--- config.mk ---
export PLATFORM = sky130hd
export DESIGN_NAME = tcp_window_with_hybrid_slow_start
export DESIGN_NICKNAME = d
export VERILOG_FILES = /design/src/rtl/core/twhs_pkg.sv /design/src/rtl/core/twhs_div.sv /design/src/rtl/core/tcp_window_with_hybrid_slow_start.sv
export VERILOG_INCLUDE_DIRS = /design/src /design/src/rtl/core
export SDC_FILE = /design/constraint.sdc
export NUM_CORES = 2
export LEC_CHECK = 0
export BUFFER_PORTS_ARGS = -buffer_cell sky130_fd_sc_hd__buf_2
export CAP_MARGIN = 20
export CORE_MARGIN = 3
export CORE_UTILIZATION = 30
export DETAILED_ROUTE_END_ITERATION = 6
export HOLD_SLACK_MARGIN = 0.06
export REMOVE_ABC_BUFFERS = 1
export SLEW_MARGIN = 20
export SYNTH_ARGS = -nofsm -noshare
export SYNTH_HDL_FRONTEND = slang
export SYNTH_SLANG_ARGS = --single-unit
--- constraint.sdc ---
create_clock -name clk_i -period 11.26 [get_ports clk_i]
set_input_delay 0 -clock clk_i [delete_from_list [all_inputs] [get_ports clk_i]]
set_output_delay 0 -clock clk_i [all_outputs]
set_load 0.005 [all_outputs]
--- src/rtl/core/tcp_window_with_hybrid_slow_start_defines.svh ---
// assertion macros for the window block
`ifndef TCP_WINDOW_WITH_HYBRID_SLOW_START_DEFINES_SVH
`define TCP_WINDOW_WITH_HYBRID_SLOW_START_DEFINES_SVH

`ifndef ASSERT_OFF
`define TWHS_ASSERT(lbl, prop, msg) \
  lbl: assert property (@(posedge clk_i) disable iff (!rst_ni) prop) else $error(msg);
`define TWHS_ASSERT_ALWAYS(lbl, prop, msg) \
  lbl: assert property (@(posedge clk_i) prop) else $error(msg);
`else
`define TWHS_ASSERT(lbl, prop, msg)
`define TWHS_ASSERT_ALWAYS(lbl, prop, msg)
`endif

`endif

--- src/rtl/core/twhs_pkg.sv ---
package twhs_pkg;

  localparam int unsigned TimeW = 48;
  localparam int unsigned RttW  = 24;
  localparam int unsigned SegW  = 16;
  localparam int unsigned WinW  = 32;
  localparam int unsigned DvdW  = 35;
  localparam int unsigned CntW  = 8;
  localparam int unsigned CfgIdxW = 3;

  localparam logic [RttW-1:0] RttAllOnes = {RttW{1'b1}};

  // ceil(2^34 / 5), exact floor(x / 5) for any 32-bit x after a shift by 34
  localparam logic [WinW-1:0] RecipFive = 32'hCCCC_CCCD;

  typedef enum logic [CfgIdxW-1:0] {
    REG_ENABLE    = 3'd0,
    REG_LOW_WIN   = 3'd1,
    REG_MIN_SAMP  = 3'd2,
    REG_TRAIN_GAP = 3'd3,
    REG_CLAMP_LO  = 3'd4,
    REG_CLAMP_HI  = 3'd5,
    REG_SEG       = 3'd6,
    REG_NONE      = 3'd7
  } reg_idx_e;

  typedef enum logic [2:0] {
    S_IDLE, S_LOSS, S_MUL0, S_MUL1, S_MUL2, S_HYS, S_DIV, S_FIN
  } state_e;

  typedef enum logic [1:0] {
    MODE_NONE, MODE_SS, MODE_CA, MODE_SQ
  } mode_e;

  typedef struct packed {
    logic            start;
    logic [DvdW-1:0] dividend;
    logic [WinW-1:0] divisor;
  } div_req_t;

  typedef struct packed {
    logic            busy;
    logic            done;
    logic [DvdW-1:0] quotient;
  } div_rsp_t;

endpackage

--- src/rtl/core/twhs_div.sv ---
module twhs_div
  import twhs_pkg::*;
(
  input  logic     clk_i,
  input  logic     rst_ni,
  input  div_req_t req_i,
  output div_rsp_t rsp_o
);

  localparam int unsigned StepW = $clog2(DvdW + 1);

  logic [DvdW-1:0]  quo_q, quo_d;
  logic [WinW:0]    rem_q, rem_d;
  logic [WinW-1:0]  dsr_q, dsr_d;
  logic [StepW-1:0] step_q, step_d;
  logic             busy_q, busy_d, done_q, done_d;
  logic [WinW:0]    trial;
  logic [WinW:0]    diff;

  always_comb begin
    trial  = {rem_q[WinW-1:0], quo_q[DvdW-1]};
    diff   = trial - {1'b0, dsr_q};
    quo_d  = quo_q;
    rem_d  = rem_q;
    dsr_d  = dsr_q;
    step_d = step_q;
    busy_d = busy_q;
    done_d = 1'b0;
    if (req_i.start) begin
      quo_d  = req_i.dividend;
      rem_d  = '0;
      dsr_d  = req_i.divisor;
      step_d = StepW'(DvdW);
      busy_d = 1'b1;
    end else if (busy_q) begin
      if (trial >= {1'b0, dsr_q}) begin
        rem_d = diff;
        quo_d = {quo_q[DvdW-2:0], 1'b1};
      end else begin
        rem_d = trial;
        quo_d = {quo_q[DvdW-2:0], 1'b0};
      end
      step_d = step_q - 1'b1;
      if (step_q == StepW'(1)) begin
        busy_d = 1'b0;
        done_d = 1'b1;
      end
    end
  end

  always_ff @(posedge clk_i or negedge rst_ni) begin
    if (!rst_ni) begin
      busy_q <= 1'b0;
      done_q <= 1'b0;
      step_q <= '0;
    end else begin
      busy_q <= busy_d;
      done_q <= done_d;
      step_q <= step_d;
    end
  end

  always_ff @(posedge clk_i) begin
    quo_q <= quo_d;
    rem_q <= rem_d;
    dsr_q <= dsr_d;
  end

  assign rsp_o.busy     = busy_q;
  assign rsp_o.done     = done_q;
  assign rsp_o.quotient = quo_q;

endmodule

--- src/rtl/core/tcp_window_with_hybrid_slow_start.sv ---
// tcp congestion window update with hybrid slow start exit detection
// input channel s_axis: one word per ack or loss event; tuser selects the kind
// (0 ack with rtt sample, 1 loss). output channel m_axis: one result word per
// input word, carrying the new window and threshold, tuser flags a slow start exit.
// configuration: cfg_we_i with cfg_idx_i/cfg_wdata_i writes one register per cycle;
// the user must write only while no word is in progress, the block does not enforce it.
// path to the output register: a loss word passes the loss and finish steps; an ack
// word in slow start or without an avoidance division passes the multiply steps,
// the hybrid slow start step and the finish step; an avoidance increment adds a wait
// in the radix-2 divider, one quotient bit per cycle over 35 bits, before finishing.
// one 16x16 multiplier is reused in the steps S_MUL0, S_MUL1 and S_MUL2 for the products of the
// segment size; the six fifths slow start growth uses a reciprocal multiply.
// the block takes one word at a time: s_axis_tready is high only when idle.
// a finished result sits in the output register while the next word is taken;
// if the receiver stalls, the following result waits in the last step until the
// output register frees up.
// reset clears the hybrid slow start state (round minimum to all ones) and loads
// the register defaults.
`include "tcp_window_with_hybrid_slow_start_defines.svh"
module tcp_window_with_hybrid_slow_start
  import twhs_pkg::*;
(
  input  logic                 clk_i,
  input  logic                 rst_ni,
  input  logic                 cfg_we_i,
  input  logic [CfgIdxW-1:0]   cfg_idx_i,
  input  logic [RttW-1:0]      cfg_wdata_i,
  input  logic                 s_axis_tvalid,
  output logic                 s_axis_tready,
  // now_us, rtt_us, segments_acked, cwnd_in, ssthresh_in, acked_seq,
  // highest_sent_seq, bytes_in_flight
  input  logic [247:0]         s_axis_tdata,
  // op
  input  logic                 s_axis_tuser,
  output logic                 m_axis_tvalid,
  input  logic                 m_axis_tready,
  // cwnd_out, ssthresh_out
  output logic [63:0]          m_axis_tdata,
  // slow_start_exit
  output logic                 m_axis_tuser
);

  // configuration
  logic            en_q;
  logic [SegW-1:0] low_q, seg_q;
  logic [CntW-1:0] msamp_q;
  logic [RttW-1:0] gap_q, clo_q, chi_q;

  always_ff @(posedge clk_i or negedge rst_ni) begin
    if (!rst_ni) begin
      en_q    <= 1'b1;
      low_q   <= SegW'(16);
      msamp_q <= CntW'(32);
      gap_q   <= RttW'(2000);
      clo_q   <= RttW'(8000);
      chi_q   <= RttW'(1024000);
      seg_q   <= SegW'(536);
    end else if (cfg_we_i) begin
      unique case (reg_idx_e'(cfg_idx_i))
        REG_ENABLE:    en_q    <= cfg_wdata_i[0];
        REG_LOW_WIN:   low_q   <= cfg_wdata_i[SegW-1:0];
        REG_MIN_SAMP:  msamp_q <= cfg_wdata_i[CntW-1:0];
        REG_TRAIN_GAP: gap_q   <= cfg_wdata_i;
        REG_CLAMP_LO:  clo_q   <= cfg_wdata_i;
        REG_CLAMP_HI:  chi_q   <= cfg_wdata_i;
        REG_SEG:       seg_q   <= cfg_wdata_i[SegW-1:0];
        default: ;
      endcase
    end
  end

  // input word
  logic             op_q;
  logic [TimeW-1:0] now_q;
  logic [RttW-1:0]  rtt_q;
  logic [SegW-1:0]  ack_q;
  logic [WinW-1:0]  cwnd_q, ssth_q, aseq_q, hseq_q, fl_q;

  state_e state_q, state_d;
  logic   accept;
  assign accept = s_axis_tvalid && s_axis_tready;

  always_ff @(posedge clk_i) begin
    if (accept) begin
      op_q   <= s_axis_tuser;
      now_q  <= s_axis_tdata[47:0];
      rtt_q  <= s_axis_tdata[71:48];
      ack_q  <= s_axis_tdata[87:72];
      cwnd_q <= s_axis_tdata[119:88];
      ssth_q <= s_axis_tdata[151:120];
      aseq_q <= s_axis_tdata[183:152];
      hseq_q <= s_axis_tdata[215:184];
      fl_q   <= s_axis_tdata[247:216];
    end
  end

  // shared multiplier
  logic [SegW-1:0]   mul_a;
  logic [WinW-1:0]   mul_p;
  logic [WinW-1:0]   lowseg_q, sq_q, ab_q;
  logic [2*WinW-1:0] recip_p;
  logic [WinW-1:0]   fifth_q;
  assign mul_p   = WinW'(mul_a) * WinW'(seg_q);
  assign recip_p = (2*WinW)'(ab_q) * (2*WinW)'(RecipFive);

  always_ff @(posedge clk_i) begin
    if (state_q == S_MUL0) lowseg_q <= mul_p;
    if (state_q == S_MUL1) sq_q     <= mul_p;
    if (state_q == S_MUL2) ab_q     <= mul_p;
    if (state_q == S_HYS)  fifth_q  <= {2'b00, recip_p[2*WinW-1:WinW+2]};
  end

  // hybrid slow start state
  logic [RttW-1:0]  mrtt_q, rmin_q;
  logic             mrv_q, exit_q;
  logic [TimeW-1:0] rstart_q, train_q;
  logic [CntW-1:0]  cnt_q;
  logic [WinW-1:0]  rend_q;

  logic [RttW-1:0]  mr, thr;
  logic [RttW:0]    mr_thr;
  logic [TimeW-1:0] dt_train, dt_round;
  logic             elig, train_ok, found_t, samp, found_d, found, ss, new_rnd;
  logic [WinW-1:0]  ssth_e, dseq;
  logic             need_div;

  always_comb begin
    mr       = (!mrv_q || (mrtt_q > rtt_q)) ? rtt_q : mrtt_q;
    elig     = en_q && (cwnd_q <= ssth_q) && (cwnd_q >= lowseg_q) && !exit_q;
    dt_train = now_q - train_q;
    dt_round = now_q - rstart_q;
    train_ok = dt_train <= TimeW'(gap_q);
    found_t  = train_ok && (dt_round > TimeW'(mr));
    samp     = cnt_q < msamp_q;
    if (mr > chi_q) begin
      thr = chi_q;
    end else if (mr < clo_q) begin
      thr = clo_q;
    end else begin
      thr = mr;
    end
    mr_thr   = {1'b0, mr} + {1'b0, thr};
    found_d  = !samp && ({1'b0, rmin_q} > mr_thr);
    found    = elig && (found_t || found_d);
    ssth_e   = found ? cwnd_q : ssth_q;
    ss       = cwnd_q < ssth_e;
    dseq     = aseq_q - rend_q;
    new_rnd  = ss && en_q && (dseq != '0) && !dseq[WinW-1];
    need_div = !ss && (ack_q != '0) && (cwnd_q != '0);
  end

  always_ff @(posedge clk_i or negedge rst_ni) begin
    if (!rst_ni) begin
      mrtt_q   <= '0;
      mrv_q    <= 1'b0;
      rstart_q <= '0;
      train_q  <= '0;
      rmin_q   <= RttAllOnes;
      cnt_q    <= '0;
      exit_q   <= 1'b0;
      rend_q   <= '0;
    end else if (state_q == S_LOSS) begin
      mrtt_q   <= '0;
      mrv_q    <= 1'b0;
      rstart_q <= now_q;
      train_q  <= now_q;
      rmin_q   <= RttAllOnes;
      cnt_q    <= '0;
      exit_q   <= 1'b0;
      rend_q   <= hseq_q;
    end else if (state_q == S_HYS) begin
      mrtt_q <= mr;
      mrv_q  <= 1'b1;
      if (new_rnd) begin
        rstart_q <= now_q;
        train_q  <= now_q;
        rmin_q   <= RttAllOnes;
        cnt_q    <= '0;
        exit_q   <= 1'b0;
        rend_q   <= hseq_q;
      end else if (elig) begin
        if (train_ok) train_q <= now_q;
        if (samp) begin
          if (rtt_q < rmin_q) rmin_q <= rtt_q;
          cnt_q <= cnt_q + 1'b1;
        end
        if (found) exit_q <= 1'b1;
      end
    end
  end

  // result staging
  mode_e           mode_q;
  logic [WinW-1:0] rssth_q;
  logic            rexit_q;
  logic [SegW+1:0] three;
  logic [WinW-1:0] half;

  assign three = {seg_q, 1'b0} + {2'b00, seg_q};
  assign half  = {1'b0, fl_q[WinW-1:1]};

  always_ff @(posedge clk_i) begin
    if (state_q == S_LOSS) begin
      mode_q  <= MODE_NONE;
      rexit_q <= 1'b0;
      rssth_q <= (WinW'(three) > half) ? WinW'(three) : half;
    end else if (state_q == S_HYS) begin
      rexit_q <= found;
      rssth_q <= ssth_e;
      if (ss) begin
        mode_q <= MODE_SS;
      end else if (ack_q == '0) begin
        mode_q <= MODE_NONE;
      end else if (cwnd_q == '0) begin
        mode_q <= MODE_SQ;
      end else begin
        mode_q <= MODE_CA;
      end
    end
  end

  // divider
  div_req_t div_req;
  div_rsp_t div_rsp;

  twhs_div u_div (
    .clk_i (clk_i),
    .rst_ni(rst_ni),
    .req_i (div_req),
    .rsp_o (div_rsp)
  );

  // sequencer
  always_comb begin
    state_d = state_q;
    unique case (state_q)
      S_IDLE: if (accept) state_d = s_axis_tuser ? S_LOSS : S_MUL0;
      S_LOSS: state_d = S_FIN;
      S_MUL0: state_d = S_MUL1;
      S_MUL1: state_d = S_MUL2;
      S_MUL2: state_d = S_HYS;
      S_HYS:  state_d = need_div ? S_DIV : S_FIN;
      S_DIV:  if (div_rsp.done) state_d = S_FIN;
      S_FIN:  if (!m_axis_tvalid || m_axis_tready) state_d = S_IDLE;
      default: state_d = S_IDLE;
    endcase
  end

  always_comb begin
    s_axis_tready = (state_q == S_IDLE);
    unique case (state_q)
      S_MUL0:  mul_a = low_q;
      S_MUL2:  mul_a = ack_q;
      default: mul_a = seg_q;
    endcase
    div_req.start    = (state_q == S_HYS) && need_div;
    div_req.dividend = DvdW'(sq_q);
    div_req.divisor  = cwnd_q;
  end

  always_ff @(posedge clk_i or negedge rst_ni) begin
    if (!rst_ni) state_q <= S_IDLE;
    else         state_q <= state_d;
  end

  // output register
  logic [DvdW-1:0] add;
  logic [DvdW:0]   sum;
  logic [WinW-1:0] cwnd_new;
  logic            ovalid_q;
  logic [WinW-1:0] ocwnd_q, ossth_q;
  logic            oexit_q;
  logic            load;

  always_comb begin
    unique case (mode_q)
      MODE_SS: add = DvdW'(ab_q) + DvdW'(fifth_q);
      MODE_SQ: add = DvdW'(sq_q);
      MODE_CA: add = (div_rsp.quotient == '0) ? DvdW'(1) : div_rsp.quotient;
      default: add = '0;
    endcase
    sum      = {1'b0, add} + (DvdW + 1)'(cwnd_q);
    cwnd_new = (sum > (DvdW + 1)'({WinW{1'b1}})) ? {WinW{1'b1}} : sum[WinW-1:0];
    load     = (state_q == S_FIN) && (!ovalid_q || m_axis_tready);
  end

  always_ff @(posedge clk_i or negedge rst_ni) begin
    if (!rst_ni) ovalid_q <= 1'b0;
    else if (load) ovalid_q <= 1'b1;
    else if (m_axis_tready) ovalid_q <= 1'b0;
  end

  always_ff @(posedge clk_i) begin
    if (load) begin
      ocwnd_q <= cwnd_new;
      ossth_q <= rssth_q;
      oexit_q <= rexit_q;
    end
  end

  assign m_axis_tvalid = ovalid_q;
  assign m_axis_tdata  = {ossth_q, ocwnd_q};
  assign m_axis_tuser  = oexit_q;

  `TWHS_ASSERT(a_busy_not_ready, (state_q != S_IDLE) |-> !s_axis_tready, "ready while busy")
  `TWHS_ASSERT(a_div_in_wait, div_rsp.busy |-> (state_q == S_DIV), "divider runs outside wait")
  `TWHS_ASSERT(a_rise_from_fin, $rose(m_axis_tvalid) |-> ($past(state_q) == S_FIN),
               "result without a finished word")
  `TWHS_ASSERT_ALWAYS(a_reset_idle, !rst_ni |=> (state_q == S_IDLE || !rst_ni),
                      "sequencer not idle after reset")

endmodule
# After elaboration in Yosys (flattened, before gate mapping)
# Cells that the tools add are included.
# totals
out_inout_bits	67
input_bits	281
word_cells	205
register_bits	884
# op_classes
multipliers	2
reduce_logical	53
eq_ne	20
n_addsub	10
order_cmp	14
n_mux	64
# op_table
op	count
48-bit two-way mux	8
32-bit two-way mux	9
24-bit two-way mux	11
35-bit one-hot mux with 3 select lines	1
48-bit subtractor	2
32-bit by 32-bit multiplier with 64-bit output (second input constant)	1
32-bit nonzero test	2
32-bit subtractor	2
24-bit greater-than comparator	2
48-bit by 24-bit greater-than comparator with 1-bit output	1
48-bit by 24-bit less-or-equal comparator with 1-bit output	1
24-bit less-than comparator	2
8-bit two-way mux	5
35-bit by 32-bit adder with 36-bit output	1
36-bit by 32-bit greater-than comparator with 1-bit output (second input constant)	1
35-bit zero test	1
35-bit two-way mux	1
32-bit by 30-bit adder with 33-bit output	1
33-bit by 32-bit >= comparator with 1-bit output	1
32-bit >= comparator	1
32-bit less-or-equal comparator	1
32-bit zero test	1
32-bit less-than comparator	1
16-bit by 16-bit multiplier with 32-bit output	1
other kinds (33)	105

# Longest topological paths before layout
# logic_depth
ltp_word	19
depth_mapped	77

# Hierarchy
# A second synthesis with hierarchy kept.
# hier_totals
hier_cells	7792
hier_area_um2	78888.2
# by_module_without_submodules
mod	instances	cells_each	area_per_inst_um2
tcp_window_with_hybrid_slow_start	1	7164	72587.1
twhs_div	1	628	6301.0

# Worst setup path after synthesis
# Ideal clock, no wire load.
# synth_timing
path_type	reg2reg
start	register rtt_q[1]
end	register u_div.quo_q[0], enable pin
arrival_time_ns	12.160
slack_ns	-1.230
required_ns	10.930
setup_ns	0.330
path_buffers	7
stages_incl_launch_ff	74
cell_sequence	edfxtp_1 > inv_1 > ha_1 > nor2b_1 > o21a_1 > o21ai_0 > nand2b_1 > a21oi_1 > o21ai_0 > a2111oi_0 > o21ai_1 > clkbuf_1 > mux2_2 > ha_1 > a21oi_1 > nor2b_1 > o21ai_0 > nand2b_1 > [... 38 more ...] > buf_4 > buf_6 > mux2i_1 > ha_1 > a21o_1 > a21o_1 > a21o_1 > a21o_1 > a21oi_1 > a2bb2oi_1 > a31oi_1 > nor3_1 > o31a_1 > nand2_1 > and3b_1 > buf_2 > buf_4 > or2_2
# synth_via
elab_chain_len	18
word_cells_on_any_way	21
classes_between	1 x add/sub; 6 x order compare; 4 x mux; 10 x reduce/logical
# synth_rtl
element	line	source
from (decl)	tcp_window_with_hybrid_slow_start.sv:75	logic [RttW-1:0] rtt_q;
from (signal assigned)	tcp_window_with_hybrid_slow_start.sv:87	rtt_q <= s_axis_tdata[71:48];
24-bit greater-than comparator	tcp_window_with_hybrid_slow_start.sv:128	mr = (!mrv_q || (mrtt_q > rtt_q)) ? rtt_q : mrtt_q;
1-bit logical OR	tcp_window_with_hybrid_slow_start.sv:128	
24-bit two-way mux (*)	tcp_window_with_hybrid_slow_start.sv:128	
24-bit less-than comparator	tcp_window_with_hybrid_slow_start.sv:137	end else if (mr < clo_q) begin
24-bit two-way mux	tcp_window_with_hybrid_slow_start.sv:137	
24-bit two-way mux	tcp_window_with_hybrid_slow_start.sv:135	if (mr > chi_q) begin
24-bit by 24-bit adder with 25-bit output	tcp_window_with_hybrid_slow_start.sv:142	mr_thr = {1'b0, mr} + {1'b0, thr};
24-bit by 25-bit greater-than comparator with 1-bit output	tcp_window_with_hybrid_slow_start.sv:143	found_d = !samp && ({1'b0, rmin_q} > mr_thr);
1-bit logical AND	tcp_window_with_hybrid_slow_start.sv:143	
1-bit logical OR (*)	tcp_window_with_hybrid_slow_start.sv:144	found = elig && (found_t || found_d);
1-bit logical AND (*)	tcp_window_with_hybrid_slow_start.sv:144	
32-bit two-way mux (*)	tcp_window_with_hybrid_slow_start.sv:145	ssth_e = found ? cwnd_q : ssth_q;
32-bit less-than comparator (*)	tcp_window_with_hybrid_slow_start.sv:146	ss = cwnd_q < ssth_e;
1-bit zero test (*)	tcp_window_with_hybrid_slow_start.sv:149	need_div = !ss && (ack_q != '0) && (cwnd_q != '0);
1-bit logical AND (*) (2 in a row)	tcp_window_with_hybrid_slow_start.sv:149	
1-bit logical AND (*)	tcp_window_with_hybrid_slow_start.sv:256	div_req.start = (state_q == S_HYS) && need_div;
2-bit nonzero test (no line) (*)	--	
to (signal assigned)	twhs_div.sv:64	quo_q <= quo_d;
to (decl)	twhs_div.sv:12	logic [DvdW-1:0] quo_q, quo_d;
# Every way passes the cells marked *; elsewhere a longest branch is shown, timed or not.
# A chain may end at the register's enable or synchronous reset.

# Worst setup path after layout
# layout_timing
start	register mrtt_q[1]
end	register train_q[34]
# layout_via
elab_chain_len	19
word_cells_on_any_way	25
classes_between	1 x add/sub; 6 x order compare; 7 x mux; 11 x reduce/logical
# layout_rtl
element	line	source
from (decl)	tcp_window_with_hybrid_slow_start.sv:114	logic [RttW-1:0] mrtt_q, rmin_q;
from (signal assigned)	tcp_window_with_hybrid_slow_start.sv:172	mrtt_q <= mr;
24-bit greater-than comparator	tcp_window_with_hybrid_slow_start.sv:128	
1-bit logical OR	tcp_window_with_hybrid_slow_start.sv:128	
24-bit two-way mux (*)	tcp_window_with_hybrid_slow_start.sv:128	
24-bit less-than comparator	tcp_window_with_hybrid_slow_start.sv:137	
24-bit two-way mux	tcp_window_with_hybrid_slow_start.sv:137	
24-bit two-way mux	tcp_window_with_hybrid_slow_start.sv:135	
24-bit by 24-bit adder with 25-bit output	tcp_window_with_hybrid_slow_start.sv:142	
24-bit by 25-bit greater-than comparator with 1-bit output	tcp_window_with_hybrid_slow_start.sv:143	
1-bit logical AND	tcp_window_with_hybrid_slow_start.sv:143	
1-bit logical OR (*)	tcp_window_with_hybrid_slow_start.sv:144	
1-bit logical AND (*)	tcp_window_with_hybrid_slow_start.sv:144	
32-bit two-way mux (*)	tcp_window_with_hybrid_slow_start.sv:145	
32-bit less-than comparator (*)	tcp_window_with_hybrid_slow_start.sv:146	
1-bit logical AND (*) (3 in a row)	tcp_window_with_hybrid_slow_start.sv:148	new_rnd = ss && en_q && (dseq != '0) && !dseq[WinW-1];
48-bit two-way mux	tcp_window_with_hybrid_slow_start.sv:174	if (new_rnd) begin
48-bit two-way mux	tcp_window_with_hybrid_slow_start.sv:171	end else if (state_q == S_HYS) begin
48-bit two-way mux	tcp_window_with_hybrid_slow_start.sv:162	end else if (state_q == S_LOSS) begin
to (signal assigned)	tcp_window_with_hybrid_slow_start.sv:166	train_q <= now_q;
to (signal assigned)	tcp_window_with_hybrid_slow_start.sv:176	train_q <= now_q;
to (signal assigned)	tcp_window_with_hybrid_slow_start.sv:182	if (train_ok) train_q <= now_q;
to (decl)	tcp_window_with_hybrid_slow_start.sv:116	logic [TimeW-1:0] rstart_q, train_q;
# Every way passes the cells marked *; elsewhere a longest branch is shown, timed or not. The select of a mux whose other input is x is not followed.

==> out/summary.txt <==
status = finished, violations left
failing checks = setup timing
Post-synth ARST share = 0.352
Post-Synth Adder-Cell Area = 0.318
Initial DRT Pass Iterations = 6
Max Cap Viol = 0
clk buf depth = 3
detailed-route DRC error count = 0
final worst setup slack = -1360 ps
syn avg cell area = 10.2 um2
GRT overflow = 0
clock sink total = 883
leading area contributor after synthesis = edfxtp_1
HP Class = input pin to flip-flop
worst-path maximum fanout = 9
Tcrit/Tclk final = 1.12
area grow syn2layout = 25.7%
nets = 10800
portion of netlist area occupied by mux cells = 0.0417
Total GRT Usage = 0.186
Boundary Pins = 348
drt total wl = 253 mm
Worst-Margin Slew = 1110 ps
CP Launch Type = flip-flop
CTS buffer count = 95
Synth Area in XOR/XNOR = 0.0285
most instantiated cells after synthesis = inv_1, ha_1, nand2_1, fa_1, edfxtp_1
port buffer count = 346
YS warnings = 0
worst rel slew slack = 0.258
post-route ant nets = 0
Critical Path Slowest Stage Cell = or3_4
first-pass GRT wire length = 381 mm
Worst R2R Setup Slack = -1360 ps
CTS tree = done
fin. max-slew vios = 0
CP arrival = 13220 ps
Vias = 61600
post-synthesis simple-gate area fraction = 0.0989
Post-Syn Area = 77700 um2
initial drt markers = 4205
Worst-Skew Late Latency = 730 ps
CP Class = flip-flop to flip-flop
Top FF cell, synth = edfxtp_1
layout cells sized above 1 = 0.169
most numerous cell in the Yosys netlist = inv_1
Post-synth EDFFs = 534
Synth top area share = 0.206
Worst Skew = 45.5 ps
CP most frequent cell = a21o_1
fin crit period = 12620 ps
fmax = 79.3 MHz
DP HPWL = 194 mm
routability congestion estimate = 0.909
cells after synthesis = 7641
post-layout util = 0.380
critical path capture point type = flip-flop
Root Driver = clkbuf_16
Data required, critical path = 11860 ps
Initial Util = 0.302
top post-synthesis cells by area = edfxtp_1, ha_1, fa_1, dfrtp_1, inv_1
CTS clk-pin slew, worst paths = 70 ps
CTS H-tree lvls = 3
die height = 515 um
Die X = 515 um
number of global-route vias before repair = 63600
std cell rows = 186
die area = 265000 um2
WL/cell = 20.5 um
FF-to-FF path depth = 72
largest family of logic cells by synthesized area = adder cells
vias per std cell = 4.99
WHS Path Cells = 2
unrepaired setup endpoints after global routing = true
number of antenna violations at the first check in global routing = 19
Seq cells post-synth = 883
Core ar. = 257000 um2
post-synth cell types = 100
pin count of the biggest net entering global routing = 140
Final setup viols = 303
final hold vios = 0
sequential fraction of the synthesis area = 0.317
Synth Area in Compound Gates = 0.121
slowest cell delay on critical path = 440 ps
-- cells by family after synthesis --
logic type | count (synthesis)
xor+xnor | 253
simple gates | 1618
fa+ha+maj | 1605
mux | 290
flops | 883
compound gates | 1482
buf+inv | 1510
-- cell type report --
type,instances,area (um2)
antenna,7,17.5
clock buffer,120,2570
clock inverter,57,717
fill,24900,159000
inverter,1316,4940
multi-input combinational,5250,48900
sequential,883,24600
tap,3384,4230
timing repair buffer,1319,11600
-- final timing paths --
path                                  startpoint                       to
min reg2reg                rssth_q[17]$_DFFE_PP_    ossth_q[17]$_DFFE_PP_
max reg2reg                mrtt_q[1]$_DFFE_PN0P_  train_q[34]$_DFFE_PN0P_
max                        mrtt_q[1]$_DFFE_PN0P_  train_q[34]$_DFFE_PN0P_
min in group asynchronous                 rst_ni   rend_q[14]$_DFFE_PN0P_
max in group asynchronous                 rst_ni   u_div.busy_q$_DFF_PN0_
min                             s_axis_tdata[81]       ack_q[9]$_DFFE_PP_
-- repair_timing --
action / 4_1_cts / 5_1_grt
hold buffers: 527 / 0
setup buffers: 53 / 38
pin swaps: 76 / 72
endpoints found under the setup margin: 303 / 303
cloned: 26 / 15
gates resized for setup: 234 / 282
endpoints found under the hold margin: 463 / 0
-- layout by cell type (no fill, tap or decap), drive strengths merged, types with 38 or more instances in the layout --
cell and instances:
nand2 634, and2 86, a211oi 59, a31oi 40, o21ai 393, mux2i 93, o21a 75, dlygate4sd3 526
nor2 308, ha 988, a21oi 428, nor2b 76, nand3 86, nor4 45, nand2b 69, mux2 197
nand4 98, clkbuf 132, inv 1325, dfstp 48, dfxtp 38, buf 779, edfxtp 534, dfrtp 263
a21o 153, nor3 97, fa 617, xor2 104, xnor2 149
-- worst max-delay path, delay by kind of cell, from the launching register on --
family / cells / cell delay [ps]
AND/OR/NAND/NOR: 15 / 2010
multiplexers: 5 / 1250
buffers and inverters: 11 / 1640
adder cells (fa/ha/maj): 5 / 1400
XOR/XNOR: 1 / 190
AO/OA/AOI/OAI: 35 / 5590
flip-flops: 1 / 400
-- state kept, by name (all words and copies together) (netlist names), 35 cells and up --
signal	count
rstart_q	48
train_q	48
u_div.quo_q	35
now_q	48
-- stage by stage --
step                worst slack (ps)  cells  TNS [ps]  hold slack (ps)  instance area [um2]
floorplan                      -7530   7447  -2143510             -296                76800
global placement               -2160  11500   -628210              119                85600
detailed placement             -2310  11500   -675460              133                85600
CTS                            -1270  12300   -344990             62.0                96300
global route                   -1960  12300   -553270             67.9                97700
finish                         -1360  12300   -368540             89.4                97700
-- layer usage --
| metal | vias up | GRT usage | share of wire |
|---|---|---|---|
| li1 | 28600 | - | - |
| met3 | 390 | 0.0233 | 0.055 |
| met2 | 1893 | 0.323 | 0.49 |
| met1 | 30700 | 0.242 | 0.43 |
| met4 | 6 | 0.0493 | 0.032 |
| met5 | - | 0 | 0.00019 |
Power is left out: the tool's default activity adds up to more than one toggle a clock period on the data nets, which glitch-free logic cannot reach.
